<file path="config.mk">
export PLATFORM = sky130hd
export DESIGN_NAME = fmtl_axis
export DESIGN_NICKNAME = d
export VERILOG_FILES = /design/src/hdl/fmtl_pkg.sv /design/src/hdl/fmtl_axis.sv
export SDC_FILE = /design/constraint.sdc
export NUM_CORES = 2
export LEC_CHECK = 0
export BUFFER_PORTS_ARGS = -buffer_cell sky130_fd_sc_hd__buf_2
export CELL_PAD_IN_SITES_DETAIL_PLACEMENT = 1
export CELL_PAD_IN_SITES_GLOBAL_PLACEMENT = 2
export CORE_ASPECT_RATIO = 0.75
export CORE_MARGIN = 2
export CORE_UTILIZATION = 42
export CTS_BUF_LIST = sky130_fd_sc_hd__clkbuf_4
export DETAILED_ROUTE_END_ITERATION = 6
export PLACE_DENSITY = 0.9
export SLEW_MARGIN = 20
export SYNTH_ARGS = -nofsm -noshare
export SYNTH_HDL_FRONTEND = slang
export SYNTH_SLANG_ARGS = --single-unit
</file>
<file path="constraint.sdc">
create_clock -name clk -period 9.7 [get_ports clk]
set_input_delay 0.485 -clock clk [delete_from_list [all_inputs] [get_ports clk]]
set_output_delay 0.485 -clock clk [all_outputs]
set_load 0.02 [all_outputs]
</file>
<file path="src/hdl/fmtl_pkg.sv">
// Shared types, widths and the blend helper for the trilinear field map lookup.
// Used by fmtl_axis, fmtl_bank and field_map_trilinear_lookup; no dependencies.
package fmtl_pkg;

	// Field component width and the packed width of one grid point (Bx, By, Bz).
	localparam int unsigned COMP_W = 24;
	localparam int unsigned POINT_W = 3 * COMP_W;

	// Point count width (counts up to 127) and grid index width (indexes up to 63).
	localparam int unsigned NW = 7;
	localparam int unsigned IDX_W = 6;

	// Weight in Q.16, range 0..65536.
	localparam int unsigned WGT_W = 17;
	localparam logic [WGT_W-1:0] WGT_ONE = 17'h10000;

	// Intermediate blend width and the wide lerp result width.
	localparam int unsigned ACC_W = 42;
	localparam int unsigned LERP_W = 60;

	// Register map, by index of the register.
	typedef enum logic [2:0] {
		REG_ORIGIN_X = 3'd0,
		REG_ORIGIN_Y = 3'd1,
		REG_ORIGIN_Z = 3'd2,
		REG_SCALE_X = 3'd3,
		REG_SCALE_Y = 3'd4,
		REG_SCALE_Z = 3'd5,
		REG_GRID_DIMS = 3'd6,
		REG_INVERT = 3'd7
	} reg_idx_t;

	// Request kinds.
	typedef enum logic {
		REQ_WRITE = 1'b0,
		REQ_QUERY = 1'b1
	} req_kind_t;

	// Result of mapping one axis to a cell.
	typedef struct packed {
		logic in_grid;
		logic [IDX_W-1:0] idx;
		logic [WGT_W-1:0] w;
	} axis_map_t;

	// Linear blend a*(1-w) + b*w with w in Q.16.
	function automatic logic signed [LERP_W-1:0] lerp(
		input logic signed [ACC_W-1:0] a,
		input logic signed [ACC_W-1:0] b,
		input logic [WGT_W-1:0] w
	);
		logic signed [WGT_W:0] wb;
		logic signed [WGT_W:0] wa;
		logic signed [LERP_W-1:0] pa;
		logic signed [LERP_W-1:0] pb;
		wb = $signed({1'b0, w});
		wa = $signed({1'b0, WGT_ONE}) - wb;
		pa = LERP_W'(a) * LERP_W'(wa);
		pb = LERP_W'(b) * LERP_W'(wb);
		return pa + pb;
	endfunction

endpackage

</file>
<file path="src/hdl/fmtl_axis.sv">
// Three-stage mapping of one axis position to a cell index and Q.16 weight.
// Depends on fmtl_pkg; stages: offset, scale multiply, range check and mirror.
module fmtl_axis import fmtl_pkg::*; (
	input logic clk,
	input logic signed [31:0] pos,
	input logic signed [31:0] origin,
	input logic [31:0] scale,
	input logic [NW-1:0] n,
	input logic inv,
	output axis_map_t map_s3
);

	logic signed [32:0] d_s1;
	logic [63:0] c_s2;
	logic out_s2;

	logic [22:0] top;
	logic [22:0] cm;
	logic [NW-1:0] nm1;
	logic [NW-1:0] i_raw;
	axis_map_t map_d;

	// Offset from the grid origin.
	always_ff @(posedge clk) begin
		d_s1 <= 33'(pos) - 33'(origin);
	end

	// Scale into Q.16 cell units; a negative offset is outside unless scale is zero.
	always_ff @(posedge clk) begin
		out_s2 <= d_s1[32] && (scale != 32'd0);
		c_s2 <= d_s1[32] ? 64'd0 : (64'(d_s1[31:0]) * 64'(scale));
	end

	// Range check, mirror, and the top edge fold.
	always_comb begin
		nm1 = n - NW'(1);
		top = {nm1, 16'd0};
		cm = inv ? (top - c_s2[22:0]) : c_s2[22:0];
		i_raw = cm[22:16];
		map_d.in_grid = !out_s2 && (c_s2 <= 64'(top));
		if (i_raw >= nm1) begin
			map_d.idx = IDX_W'(n - NW'(2));
			map_d.w = WGT_ONE;
		end else begin
			map_d.idx = IDX_W'(i_raw);
			map_d.w = {1'b0, cm[15:0]};
		end
	end

	always_ff @(posedge clk) begin
		map_s3 <= map_d;
	end

endmodule

</file>
==> flow_summary.yaml <==
status:
  status: "completed"
detailed_routing:
  ant_nets: 0
  drtPass1Iterations: 5
  routed_via_density: 5.26
  wire_per_inst_um: 21.0
  vias: 29314
  remaining_drc_errors: 0
  drt_iter0_markers: 1639
  finalWirelength_mm: 117
sta:
  fin_skew_ns: 0.0552
  hold_viol: 0
  slew_viol_final: 0
  tightest_slew_ns: 1.07
  setup_tns_ns: 0
  rsz0062_at_grt: "no"
  timing.final.crit_share: 0.880
  setup_viol_count_final: 0
  slew_headroom: 0.285
  fin_crit_ns: 8.54
  fmax_mhz: 117
clocking:
  cts.clk_slew.worst_paths_ns: 0.16
  cts_hold_buf: 2
  cts_made_buffers: 17
  cts_setup_buffers: 0
  clockBufferDepth: 2
  ctsHtreeMaxLevel: 4
  clk_latency_ns: 0.68
  post_cts_resized: 0
  cts_tree: "yes"
  cts_sinks: 122
  cts_root_buffer: "clkbuf_4"
floorplanning:
  die_area_um2: 96000
  rows: 97
  die_w_um: 357
  num_io_pins: 129
  fp.coreArea_um2: 93000
  fp.dieH_um: 269
  initial_core_util: 0.422
yosys:
  ys_types: 69
  async_reset_ff_frac: 0
  yosysWarnings: 0
  synth_cells: 4363
  synth_edf_count: 0
  post_synth.cell_area_avg_um2: 9.00
  ys_ff_latch: 122
  ys_seq_area_frac: 0.0622
  synth_nets: 5684
  ys.flop_type: "dfxtp_1"
  syn-cell-area_um2: 39300
run:
  drv_cap: 0
min_path:
  worstHoldStart: "pos[0]"
  hold_depth: 4
  min_path_type: "primary input to flip-flop"
worst_setup_path:
  crit_fanout: 20
  worstSetupStartpointType: "flip-flop"
  r2r_start: "d_s1[13]"
  cpMostUsedCell: "fa_1"
  r2r_cells: 27
  crit_path_end_kind: "flip-flop"
  cp.arrival_ns: 9.06
  max_stage_delay_ns: 0.68
  critPathLaunch: "d_s1[13]"
  cp.required_ns: 10.22
  critPathSlowestCell: "dfxtp_1"
  critical_path_class: "flip-flop to flip-flop"
global_routing:
  grt_pass1_vias: 33491
  grt_start_max_net_pins: 72
  grt_pass1_wl_mm: 190
  grt_overflow: 0
  antenna_found_initial: 10
  grt_use_total: 0.256
cells_and_area:
  drive_above_1_share: 0.0522
  layout.cells.non_filler: 5574
  fillers: 10937
  layout.nets: 5641
  area_delta_synth_final_pct: 4.96
placed_design:
  place_congestion: 0.876
  dp.cells: 5536
  numPortBuffers: 128
  hpwl_mm: 98.2
-- cells in the mapped netlist (10+ instances only) --
| library cell | n | area share |
|---|---|---|
| ha_1 | 319 | 0.10 |
| a21oi_1 | 108 | 0.014 |
| inv_1 | 940 | 0.090 |
| nand2_1 | 502 | 0.048 |
| clkbuf_1 | 234 | 0.022 |
| xor2_1 | 48 | 0.011 |
| a31oi_1 | 17 | 0.0027 |
| nor2b_1 | 18 | 0.0029 |
| nand3_1 | 26 | 0.0033 |
| and3_1 | 10 | 0.0016 |
| nor3_1 | 15 | 0.0019 |
| nor2_1 | 116 | 0.011 |
| nor4_1 | 23 | 0.0037 |
| o21bai_1 | 26 | 0.0050 |
| a21o_1 | 67 | 0.013 |
| o21a_1 | 10 | 0.0019 |
| dfxtp_1 | 122 | 0.062 |
| fa_1 | 897 | 0.46 |
| o31ai_1 | 11 | 0.0021 |
| nand4_1 | 28 | 0.0045 |
| and2_1 | 602 | 0.096 |
| xnor2_1 | 67 | 0.015 |
| o21ai_0 | 49 | 0.0062 |
-- worst paths after layout --
| check | to | slack (ns) |
|---|---|---|
| setup / recovery | c_s2[56] | 1.16 |
| hold / removal | d_s1[0] | 0.14 |
| setup reg to reg | c_s2[56] | 1.16 |
| hold reg to reg | map_s3[23] | 0.47 |
-- per-layer routing --
metal  track usage  routed length (µm)  up-vias
met5             0                  69        -
met4        0.0726                3110       10
met3        0.0329                5860      175
met2         0.425               55900      743
met1         0.353               52200    15525
li1              -                   -    12861
-- cell families after synthesis --
group / share of synthesized area
AND/OR/NAND/NOR: 0.181
flip-flops: 0.0622
multiplexers: 0.00223
AO/OA/AOI/OAI: 0.0576
buffers and inverters: 0.112
XOR/XNOR: 0.0257
adder cells (fa/ha/maj): 0.559
-- stage by stage --
step / utilization / hold slack, ns / instance area, µm² / setup WS, ns
global route: 0.443 / 0.102 / 41200 / 0.710
CTS: 0.443 / 0.0620 / 41200 / 1.08
global placement: 0.440 / 0.483 / 40900 / 1.25
detailed placement: 0.440 / 0.493 / 40900 / 1.12
floorplan: - / 0.450 / 39300 / 2.35
finish: 0.443 / 0.138 / 41200 / 1.16
-- sequential cells by signal (all words and copies together), names as in the netlist --
register	count
map_s3	24
d_s1	33
c_s2	64
out_s2	1
-- final cells by class --
class | instances | area [µm²] | area share
clock buffers | 17 | 128 | 0.00310
inverters | 940 | 3530 | 0.0856
well taps | 1237 | 1550 | 0.0376
diodes | 4 | 10.0 | 0.000243
multi-input cells | 3065 | 32400 | 0.786
flip-flops and latches | 122 | 2450 | 0.0594
clock inverters | 15 | 151 | 0.00367
repair buffers | 174 | 991 | 0.0240
-- worst max-delay path: cells and delay by family, from the launching register on --
| kind | cells | cell delay (ns) |
|---|---|---|
| AOI/OAI and AO/OA | 7 | 1.65 |
| DFF | 1 | 0.68 |
| adders and majority gates | 9 | 4.32 |
| buffers and inverters | 7 | 0.70 |
| and+or+nand+nor | 4 | 1.01 |
-- cell usage in the layout, fill, tap and decap left out, types with 8 or more instances in the layout --
cell type  count
inv_1        940
fa_1         897
and2_1       602
nand2_1      502
ha_1         319
buf_2        128
dfxtp_1      118
nor2_1       116
a21oi_1      108
a21o_1        67
xnor2_1       67
o21ai_0       49
xor2_1        48
buf_4         44
nand4_1       28
nand3_1       26
o21bai_1      26
nor4_1        23
nor2b_1       18
a31oi_1       17
clkbuf_4      17
nor3_1        15
o31ai_1       11
and3_1        10
o21a_1        10
or3_1          8
o21ai_1        8
nand2b_1       8
Power is left out: the tool's default activity adds up to more than one toggle a clock period on the data nets, which glitch-free logic cannot reach.
